### config.mk
export PLATFORM = sky130hd
export DESIGN_NAME = first_free_room_allocator
export DESIGN_NICKNAME = d
export VERILOG_FILES = /design/src/rtl/ffra_pkg.sv /design/src/rtl/ffra_slot_mem.sv /design/src/rtl/ffra_sweep.sv /design/src/rtl/first_free_room_allocator.sv
export VERILOG_INCLUDE_DIRS = /design/src /design/src/rtl
export SDC_FILE = /design/constraint.sdc
export NUM_CORES = 2
export LEC_CHECK = 0
export ABC_AREA = 1
export BUFFER_PORTS_ARGS = -buffer_cell sky130_fd_sc_hd__buf_2
export CAP_MARGIN = 20
export CORE_UTILIZATION = 40
export DETAILED_ROUTE_END_ITERATION = 8
export SKIP_CTS_REPAIR_TIMING = 1
export SLEW_MARGIN = 20
export SYNTH_ARGS = -nofsm -noshare
export SYNTH_HDL_FRONTEND = slang
export SYNTH_SLANG_ARGS = --single-unit
### constraint.sdc
create_clock -name clock -period 5.7 [get_ports clock]
set_input_delay 1.14 -clock clock [delete_from_list [all_inputs] [get_ports clock]]
set_output_delay 1.14 -clock clock [all_outputs]
set_load 0.1 [all_outputs]
### src/rtl/assert_macros.svh
// Assertion macros of the first-free room allocator RTL.
// Depends on nothing; files that check their own logic include it by name.
`ifndef ASSERT_MACROS_SVH
`define ASSERT_MACROS_SVH
`ifndef SYNTHESIS
// A property that must hold on every rising clock edge outside reset.
`define ASSERT_AT(label, clk, rst, prop) \
   label: assert property (@(posedge clk) disable iff (rst) (prop)) \
      else $error("assertion failed in first-free room allocator");
// A condition that must never be seen outside reset.
`define ASSERT_NEVER(label, clk, rst, cond) \
   label: assert property (@(posedge clk) disable iff (rst) !(cond)) \
      else $error("forbidden condition in first-free room allocator");
`else
`define ASSERT_AT(label, clk, rst, prop)
`define ASSERT_NEVER(label, clk, rst, cond)
`endif
`endif

### src/rtl/ffra_pkg.sv
// Shared types and constants of the first-free room allocator.
// Used by the slot memory, the sweep engine and the top level; depends on nothing.
package ffra_pkg;

   localparam int SlotsDefault = 64;
   localparam int TimeW        = 32;
   localparam int RoomW        = 6;
   localparam int CountW       = 7;

   localparam logic [CountW-1:0] CountMax   = 7'd127;
   localparam logic [CountW-1:0] LimitReset = 7'd64;

   typedef logic [TimeW-1:0] time_type;

   // One memory word: the slot's used mark and its remaining occupied time.
   typedef struct packed {
      logic     touched;
      time_type remaining;
   } slot_word_type;

   // A request handed from the top level to the sweep engine.
   typedef struct packed {
      logic     new_run;
      time_type arrival_time;
      time_type stay_length;
   } job_type;

   // What the sweep engine reports once a pass has finished.
   typedef struct packed {
      logic [RoomW-1:0]  room;
      logic [CountW-1:0] rooms_used;
      logic              all_busy;
   } result_type;

endpackage

### src/rtl/ffra_slot_mem.sv
// Slot memory of the first-free room allocator: one word per slot.
// One write port and one read port with registered read data; uses ffra_pkg.
module ffra_slot_mem #(
   parameter int SLOTS = ffra_pkg::SlotsDefault,
   parameter int AW    = $clog2(SLOTS)
) (
   input  logic                   clock,
   input  logic                   rd_en,
   input  logic [AW-1:0]          rd_addr,
   output ffra_pkg::slot_word_type rd_data,
   input  logic                   wr_en,
   input  logic [AW-1:0]          wr_addr,
   input  ffra_pkg::slot_word_type wr_data
);

   ffra_pkg::slot_word_type slot_ram_ff [SLOTS];
   ffra_pkg::slot_word_type rd_data_ff;

   // Write port.
   always_ff @(posedge clock) begin
      if (wr_en) begin
         slot_ram_ff[wr_addr] <= wr_data;
      end
   end

   // Read port, with registered read data.
   always_ff @(posedge clock) begin
      if (rd_en) begin
         rd_data_ff <= slot_ram_ff[rd_addr];
      end
   end

   assign rd_data = rd_data_ff;

endmodule

### src/rtl/ffra_sweep.sv
// Sweep engine: ages every slot, picks the first free one and keeps the run count.
// Instantiates ffra_slot_mem; uses ffra_pkg and assert_macros.svh.
`include "assert_macros.svh"
module ffra_sweep #(
   parameter int SLOTS = ffra_pkg::SlotsDefault
) (
   input  logic                 clock,
   input  logic                 reset,
   input  logic                 start,
   input  ffra_pkg::job_type    job,
   output logic                 busy,
   output logic                 done,
   output ffra_pkg::result_type result
);

   localparam int AW = $clog2(SLOTS);
   localparam int IW = (AW > ffra_pkg::RoomW) ? AW : ffra_pkg::RoomW;
   localparam logic [AW-1:0] IdxLast = AW'(SLOTS - 1);

   // Pass control.
   logic                          rd_act_ff, rd_act_in;
   logic [AW-1:0]                 rd_idx_ff, rd_idx_in;
   logic                          p_valid_ff, p_valid_in;
   logic [AW-1:0]                 p_idx_ff, p_idx_in;
   logic                          done_ff, done_in;
   // Per-request operands.
   ffra_pkg::time_type            gap_ff, gap_in;
   ffra_pkg::time_type            stay_ff, stay_in;
   logic                          clear_ff, clear_in;
   // Run state outside the memory.
   logic                          mem_clean_ff, mem_clean_in;
   ffra_pkg::time_type            prev_arrival_ff, prev_arrival_in;
   logic [ffra_pkg::CountW-1:0]   count_ff, count_in;
   logic                          found_ff, found_in;
   logic [AW-1:0]                 found_idx_ff, found_idx_in;

   // Memory ports and datapath.
   logic                          rd_en;
   logic [AW-1:0]                 rd_addr;
   ffra_pkg::slot_word_type       rd_data;
   logic                          wr_en;
   logic [AW-1:0]                 wr_addr;
   ffra_pkg::slot_word_type       wr_data;
   ffra_pkg::slot_word_type       cur_word;
   ffra_pkg::time_type            aged;
   logic                          take;
   logic [IW-1:0]                 slot_wide;

   ffra_slot_mem #(
      .SLOTS (SLOTS),
      .AW    (AW)
   ) u_slot_mem (
      .clock   (clock),
      .rd_en   (rd_en),
      .rd_addr (rd_addr),
      .rd_data (rd_data),
      .wr_en   (wr_en),
      .wr_addr (wr_addr),
      .wr_data (wr_data)
   );

   // Reads walk the slots in order; the write-back trails by one slot.
   assign rd_en   = rd_act_ff;
   assign rd_addr = rd_idx_ff;

   // A cleared run, or a memory never written since reset, reads as all zero.
   assign cur_word = clear_ff ? '0 : rd_data;
   assign aged     = (cur_word.remaining > gap_ff) ? cur_word.remaining - gap_ff : '0;
   assign take     = p_valid_ff && !found_ff && (aged == '0);

   assign wr_en   = p_valid_ff;
   assign wr_addr = p_idx_ff;
   always_comb begin
      if (take) begin
         wr_data.touched   = 1'b1;
         wr_data.remaining = stay_ff;
      end else begin
         wr_data.touched   = cur_word.touched;
         wr_data.remaining = aged;
      end
   end

   // Next-state logic of the pass and the run state.
   always_comb begin
      rd_act_in       = rd_act_ff;
      rd_idx_in       = rd_idx_ff;
      p_valid_in      = rd_act_ff;
      p_idx_in        = rd_idx_ff;
      done_in         = p_valid_ff && (p_idx_ff == IdxLast);
      gap_in          = gap_ff;
      stay_in         = stay_ff;
      clear_in        = clear_ff;
      mem_clean_in    = mem_clean_ff;
      prev_arrival_in = prev_arrival_ff;
      count_in        = count_ff;
      found_in        = found_ff;
      found_idx_in    = found_idx_ff;

      if (start) begin
         rd_act_in       = 1'b1;
         rd_idx_in       = '0;
         stay_in         = job.stay_length;
         clear_in        = job.new_run || mem_clean_ff;
         prev_arrival_in = job.arrival_time;
         found_in        = 1'b0;
         found_idx_in    = '0;
         if (job.new_run) begin
            gap_in   = '0;
            count_in = '0;
         end else if (job.arrival_time > prev_arrival_ff) begin
            gap_in = job.arrival_time - prev_arrival_ff;
         end else begin
            gap_in = '0;
         end
      end

      // Read side steps through the slots and stops after the last one.
      if (rd_act_ff) begin
         if (rd_idx_ff == IdxLast) begin
            rd_act_in = 1'b0;
         end else begin
            rd_idx_in = rd_idx_ff + 1'b1;
         end
      end

      // The first free slot takes the request; a fresh slot raises the count.
      if (take) begin
         found_in     = 1'b1;
         found_idx_in = p_idx_ff;
         if (!cur_word.touched && (count_ff != ffra_pkg::CountMax)) begin
            count_in = count_ff + 1'b1;
         end
      end

      // After one full pass every slot holds written data.
      if (done_in) begin
         mem_clean_in = 1'b0;
      end
   end

   always_ff @(posedge clock) begin
      if (reset) begin
         rd_act_ff       <= 1'b0;
         p_valid_ff      <= 1'b0;
         done_ff         <= 1'b0;
         mem_clean_ff    <= 1'b1;
         prev_arrival_ff <= '0;
         count_ff        <= '0;
         found_ff        <= 1'b0;
      end else begin
         rd_act_ff       <= rd_act_in;
         p_valid_ff      <= p_valid_in;
         done_ff         <= done_in;
         mem_clean_ff    <= mem_clean_in;
         prev_arrival_ff <= prev_arrival_in;
         count_ff        <= count_in;
         found_ff        <= found_in;
      end
   end

   always_ff @(posedge clock) begin
      rd_idx_ff    <= rd_idx_in;
      p_idx_ff     <= p_idx_in;
      gap_ff       <= gap_in;
      stay_ff      <= stay_in;
      clear_ff     <= clear_in;
      found_idx_ff <= found_idx_in;
   end

   // Result of the finished pass; it holds until the next start.
   assign slot_wide         = found_ff ? IW'(found_idx_ff) : '0;
   assign result.room       = slot_wide[ffra_pkg::RoomW-1:0];
   assign result.rooms_used = count_ff;
   assign result.all_busy   = !found_ff;

   assign busy = rd_act_ff || p_valid_ff;
   assign done = done_ff;

   // Checks on the sweep.
   `ASSERT_AT(a_start_when_idle, clock, reset, start |-> !(rd_act_ff || p_valid_ff || done_ff))
   `ASSERT_AT(a_pass_ends, clock, reset, done_in |=> (!p_valid_ff && done_ff))
   `ASSERT_AT(a_count_no_drop, clock, reset, !start |=> (count_ff >= $past(count_ff)))
   `ASSERT_NEVER(a_no_same_slot, clock, reset, wr_en && rd_en && (wr_addr == rd_addr))

endmodule

### src/rtl/first_free_room_allocator.sv
// Top level of the first-free room allocator: handshakes, limit register, result register.
// Instantiates ffra_sweep; uses ffra_pkg.
//
//   channel   ports                                        direction
//   request   req_valid, req_stall, req_new_run,          in
//             req_arrival_time, req_stay_length
//   response  rsp_valid, rsp_stall, rsp_room,              out
//             rsp_rooms_used, rsp_over_limit, rsp_all_busy
//   config    csr_wr_en, csr_wr_data (room limit)          in
//
// A request is swept with one read-modify-write of the slot memory per slot, in slot order;
// the next request is accepted once its response has moved into the output register.
// Reset is synchronous and active high; the memory is not cleared, it reads as zero
// until its first full pass. The room limit resets to 64.
// A new request is accepted while an earlier response still waits in the output
// register; a finished sweep waits for that register to free before it loads it.
module first_free_room_allocator #(
   parameter int SLOTS = ffra_pkg::SlotsDefault
) (
   input  logic                              clock,
   input  logic                              reset,
   input  logic                              req_valid,
   output logic                              req_stall,
   input  logic                              req_new_run,
   input  logic [ffra_pkg::TimeW-1:0]        req_arrival_time,
   input  logic [ffra_pkg::TimeW-1:0]        req_stay_length,
   output logic                              rsp_valid,
   input  logic                              rsp_stall,
   output logic [ffra_pkg::RoomW-1:0]        rsp_room,
   output logic [ffra_pkg::CountW-1:0]       rsp_rooms_used,
   output logic                              rsp_over_limit,
   output logic                              rsp_all_busy,
   input  logic                              csr_wr_en,
   input  logic [ffra_pkg::CountW-1:0]       csr_wr_data
);

   logic                          start;
   ffra_pkg::job_type             job;
   logic                          sweep_busy;
   logic                          sweep_done;
   ffra_pkg::result_type          result;
   logic                          out_free;
   logic                          load;

   logic                          hold_ff, hold_in;
   logic                          rsp_valid_ff, rsp_valid_in;
   logic [ffra_pkg::CountW-1:0]   room_limit_ff;
   logic [ffra_pkg::RoomW-1:0]    rsp_room_ff;
   logic [ffra_pkg::CountW-1:0]   rsp_rooms_used_ff;
   logic                          rsp_over_limit_ff;
   logic                          rsp_all_busy_ff;

   // Request side: stalled while a sweep runs or its response is pending.
   assign req_stall = sweep_busy || sweep_done || hold_ff;
   assign start     = req_valid && !req_stall;

   assign job.new_run      = req_new_run;
   assign job.arrival_time = req_arrival_time;
   assign job.stay_length  = req_stay_length;

   ffra_sweep #(
      .SLOTS (SLOTS)
   ) u_sweep (
      .clock  (clock),
      .reset  (reset),
      .start  (start),
      .job    (job),
      .busy   (sweep_busy),
      .done   (sweep_done),
      .result (result)
   );

   // Output register loads when it is empty or being emptied this cycle.
   assign out_free = !rsp_valid_ff || !rsp_stall;
   assign load     = (sweep_done || hold_ff) && out_free;

   always_comb begin
      hold_in      = hold_ff;
      rsp_valid_in = rsp_valid_ff;
      if (load) begin
         hold_in      = 1'b0;
         rsp_valid_in = 1'b1;
      end else begin
         if (sweep_done) begin
            hold_in = 1'b1;
         end
         if (rsp_valid_ff && !rsp_stall) begin
            rsp_valid_in = 1'b0;
         end
      end
   end

   // Control registers and the room limit.
   always_ff @(posedge clock) begin
      if (reset) begin
         hold_ff       <= 1'b0;
         rsp_valid_ff  <= 1'b0;
         room_limit_ff <= ffra_pkg::LimitReset;
      end else begin
         hold_ff      <= hold_in;
         rsp_valid_ff <= rsp_valid_in;
         if (csr_wr_en) begin
            room_limit_ff <= csr_wr_data;
         end
      end
   end

   // Response payload.
   always_ff @(posedge clock) begin
      if (load) begin
         rsp_room_ff       <= result.room;
         rsp_rooms_used_ff <= result.rooms_used;
         rsp_over_limit_ff <= result.rooms_used > room_limit_ff;
         rsp_all_busy_ff   <= result.all_busy;
      end
   end

   assign rsp_valid      = rsp_valid_ff;
   assign rsp_room       = rsp_room_ff;
   assign rsp_rooms_used = rsp_rooms_used_ff;
   assign rsp_over_limit = rsp_over_limit_ff;
   assign rsp_all_busy   = rsp_all_busy_ff;

endmodule
==> metrics.log <==
[metrics] Critical Setup Path Class: reg -> reg
[metrics] buffer cell driving the clock tree root: sky130_fd_sc_hd__clkbuf_16
[metrics] violation count after the first detailed-routing iteration: 8437
[metrics] largest fanout on the critical path: 32
[metrics] quantity of I/O buffers inserted on ports: 93
[metrics] mean instance size in the synthesized netlist: 12.15 µm²
[metrics] Core Region: 233400 µm²
[metrics] number of global-route vias before repair: 60910
[metrics] post-synthesis adder-cell area fraction: 0.01024
[metrics] sum of negative setup slack: 0 ns
[metrics] count of final setup violators: 0
[metrics] total internal power: 29.11 mW
[metrics] number of optimization iterations in the first detailed-route pass: 8
[metrics] horizontal die dimension: 487.6 µm
[metrics] Synth Cell Area: 94330 µm²
[metrics] dpl cells: 10740
[metrics] die footprint: 237800 µm²
[metrics] data required time of the worst path: 6.35 ns
[metrics] arrival time at the worst endpoint: 5.34 ns
[metrics] global-route congestion overflow total: 0
[metrics] Clock transition at path regs: 0.06 ns
[metrics] final hold violation count: 0
[metrics] Max-slew headroom: 0.1756
[metrics] peak clock frequency supported by timing: 0.2130 GHz
[metrics] top-level port count: 94
[metrics] Worst Tran Pin Value: 1.228 ns
[metrics] reg-to-reg critical path startpoint: u_sweep.clear_ff
[metrics] simple-gate share of the synthesized area: 0.09763
[metrics] final estimated routing congestion in global placement: 0.9088
[metrics] fraction of final layout cells with drive strength greater than 1: 0.1051
[metrics] worst min-delay path endpoint: u_sweep.stay_ff[20]
[metrics] portion of total power attributed to sequential cells: 0.454
[metrics] Clk Latency, worst-skew pair: 0.91 ns
[metrics] initial core utilization: 0.4041
[metrics] cell accounting for the most synthesized area: sky130_fd_sc_hd__edfxtp_1
[metrics] Net Sw Power: 12.51 mW
[metrics] YS warnings: 0
[metrics] proportion of power drawn by the clock network: 0.351
[metrics] CTS H-tree lvls: 4
[metrics] total via count in the routed design: 65450
[metrics] all-layer global routing usage: 0.2520
[metrics] total number of clock tree sinks: 2296
[metrics] fraction of post-synthesis cell area in the top cell type by area: 0.7102
[metrics] worst hold-check path type: in -> reg
[metrics] top cells by area, synth: sky130_fd_sc_hd__edfxtp_1, sky130_fd_sc_hd__o21ai_0, sky130_fd_sc_hd__nor2_1, sky130_fd_sc_hd__o22ai_1, sky130_fd_sc_hd__clkbuf_1
[metrics] number of cells traversed by the worst register-to-register path: 20
[metrics] setup repair after global routing missed its margin: no
[metrics] number of slew-limit violations in the final report: 0
[metrics] sequential cell area fraction in the yosys report: 0.7240
[metrics] Synth Area in Compound Gates: 0.1317
[metrics] number of distinct library cells after synthesis: 54
[metrics] net count after synthesis: 7917
[metrics] Max Root-Sink Buffers: 3
[metrics] shortest period the worst path allows: 4.694 ns
[metrics] wire length of the first global-routing pass: 434900 µm
[metrics] row count: 177
[metrics] fraction of power spent switching nets: 0.3005
[metrics] routed wire length: 306400 µm
[metrics] fraction of the cycle the final worst path needs: 0.8236
[metrics] wire per inst: 27.44 µm
[metrics] CTS tree: built
[metrics] number of instances in the synthesized netlist: 7764
[metrics] combinational family with the most area after synthesis: compound AO/OA/AOI/OAI gates
[metrics] worst reg-to-reg setup slack: 1.01 ns
[metrics] mux contribution to synthesized area: 0
[metrics] initial antenna violation count: 13
[metrics] worst r2r dst: u_sweep.u_slot_mem.slot_ram_ff[60][7]
[metrics] die boundary height: 487.6 µm
[metrics] PwrDens: 388.3 nW/µm²
[metrics] worst hold path startpoint: req_stay_length[20]
[metrics] layout overhead on the synthesized area: 13.62%
[metrics] post-detailed-route DRC marker count: 0
[metrics] number of CTS-inserted buffers: 225
[metrics] LEAKAGE: 36.31 nW
[metrics] Design Power: 41.61 mW
[metrics] MaxCap Viol Count: 0
[metrics] number of cells on the worst hold path: 1
[metrics] register bit count reported by yosys: 2296
[metrics] antenna-violating nets left: 0
[metrics] critical path endpoint category: flop
[metrics] relative contribution of combinational cells to total power: 0.195
[metrics] result of the run: finished, final reports clean
[metrics] Layout Skew: 0.05761 ns
[metrics] DR vias/cell: 5.862
[metrics] Synth Area in XOR/XNOR: 0.002600
[metrics] Final Net Count: 7991
[metrics] maximum number of pins on one net before global-route repair: 152
[metrics] Detail Placement HPWL: 179400 µm
[metrics] CP startpoint kind: flop
[metrics] Layout Cells excl Fill: 11170
[metrics] worst vdd ir: 0.2942 mV
registers in the layout, indices dropped and copies added (netlist names), 7 cells and up:
| register | flops |
|---|---|
| u_sweep.u_slot_mem.slot_ram_ff | 2112 |
| u_sweep.u_slot_mem.rd_data | 33 |
| u_sweep.stay_ff | 32 |
| u_sweep.count_ff | 7 |
| room_limit_ff | 7 |
| rsp_rooms_used | 7 |
| u_sweep.prev_arrival_ff | 32 |
| u_sweep.gap_ff | 32 |
metrics by stage:
step	setup WS [ns]	hold slack [ns]	cell area (µm²)	util
after floorplan	0.3370	0.3290	94330	-
after global placement	1.027	0.4421	99730	0.4273
after detailed placement	1.028	0.4508	99900	0.4280
after CTS	1.002	0.3685	107100	0.4587
after global routing	0.6245	0.3808	107200	0.4592
final	1.006	0.4240	107200	0.4592
worst max-delay path by stage:
stage	from	endpoint	slack (ns)	cells after the start
after global routing	u_sweep.clear_ff	u_sweep.u_slot_mem.slot_ram_ff[18][0]	0.62	19
after CTS	u_sweep.clear_ff	u_sweep.u_slot_mem.slot_ram_ff[29][6]	1.00	19
final	u_sweep.clear_ff	u_sweep.u_slot_mem.slot_ram_ff[60][7]	1.01	20
after detailed placement	u_sweep.clear_ff	u_sweep.u_slot_mem.slot_ram_ff[52][6]	1.03	19
after floorplan	u_sweep.clear_ff	u_sweep.u_slot_mem.slot_ram_ff[0][4]	0.34	15
after global placement	u_sweep.clear_ff	u_sweep.u_slot_mem.slot_ram_ff[61][7]	1.03	23
critical path: stages, from the launching register on:
cell                       delay, ns
sky130_fd_sc_hd__edfxtp_1       0.54
sky130_fd_sc_hd__buf_12         0.24
sky130_fd_sc_hd__inv_1          0.08
sky130_fd_sc_hd__nand2_1        0.06
sky130_fd_sc_hd__ha_1           0.21
sky130_fd_sc_hd__fa_1           0.44
sky130_fd_sc_hd__inv_1          0.12
sky130_fd_sc_hd__nand2_1        0.06
sky130_fd_sc_hd__nand2_1        0.07
sky130_fd_sc_hd__and2_1         0.17
sky130_fd_sc_hd__xnor2_1        0.34
sky130_fd_sc_hd__inv_1          0.10
sky130_fd_sc_hd__o211ai_1       0.20
sky130_fd_sc_hd__nand2_1        0.07
sky130_fd_sc_hd__inv_1          0.07
sky130_fd_sc_hd__nand2_1        0.09
sky130_fd_sc_hd__nor2_4         0.50
sky130_fd_sc_hd__buf_4          0.35
sky130_fd_sc_hd__nand3_1        0.14
sky130_fd_sc_hd__nand2_2        0.19
sky130_fd_sc_hd__buf_4          0.36
final cells by class:
cell class                 instances  area [µm²]
multi-input combinational       4653       23480
sequential                      2296       68320
clock inverter                   135        1192
tap                             3132        3919
clock buffer                     284        5977
fill                           20920      126200
inverter                         319        1224
timing repair buffer             343        3073
antenna                            3       7.507
power groups by stage:
stage | Sequential, mW | Combinational, mW | Clock (mW)
2_1_floorplan | 19.1 | 4.84 | 0
3_3_place_gp | 19.2 | 7.84 | 0
3_5_place_dp | 19.2 | 7.94 | 0
4_1_cts | 18.9 | 7.97 | 14.7
5_1_grt | 18.9 | 8.72 | 15.4
6_report | 18.9 | 8.10 | 14.6
cells in the final DEF (no fill, tap or decap), drive strengths merged, types with 2 or more instances in the layout:
cell type | Yosys | routed
or2 | 7 | 7
clkinvlp | 0 | 4
a31oi | 6 | 6
a211oi | 2 | 2
bufinv | 0 | 16
fa | 2 | 2
o32ai | 47 | 47
nor2 | 1658 | 1658
edfxtp | 2231 | 2231
a21o | 3 | 3
buf | 60 | 343
nand2 | 450 | 450
nor3b | 5 | 5
and2 | 5 | 5
diode | 0 | 3
a21boi | 2 | 2
ha | 74 | 74
nand3b | 23 | 23
dfxtp | 65 | 65
nor3 | 21 | 21
xor2 | 19 | 19
o21ai | 1415 | 1415
nand3 | 94 | 94
nor4 | 3 | 3
o22ai | 646 | 646
o211ai | 3 | 3
o21bai | 4 | 4
a21oi | 125 | 125
inv | 316 | 324
xnor2 | 9 | 9
nand4 | 21 | 21
clkbuf | 436 | 284
clkinv | 3 | 110
o21a | 3 | 3
synthesized netlist by cell type, drive strengths merged:
cell type and instances:
a2111oi 1, a211oi 2, a21boi 2, a21o 3, a21oi 125, a31o 1
a31oi 6, a32oi 1, and2 5, and3 1, buf 60, clkbuf 436
clkinv 3, dfxtp 65, edfxtp 2231, fa 2, ha 74, inv 316
nand2 450, nand3 94, nand3b 23, nand4 21, nor2 1658, nor3 21
nor3b 5, nor4 3, o2111ai 1, o211ai 3, o21a 3, o21ai 1415
o21bai 4, o22ai 646, o31ai 1, o32ai 47, or2 7, xnor2 9
xor2 19
logic make-up (layout without fill, tap and decap cells):
logic type,Yosys count,in the layout
adders and majority gates,76,76
AOI/OAI and AO/OA,2261,2261
and+or+nand+nor,2288,2288
buffers and inverters,815,1081
DFF,2296,2296
other,0,3
xor gates and xnor gates,28,28
metal layers:
layer  vias up  part of all wire  global-route usage
li1      28510                 -                   -
met1     32980              0.40              0.3455
met2      3428              0.46              0.3956
met3       534             0.098             0.04986
met4         8             0.039             0.09427
met5         -           0.00018                   0
Note: power is estimated with default switching activity, not from simulation.
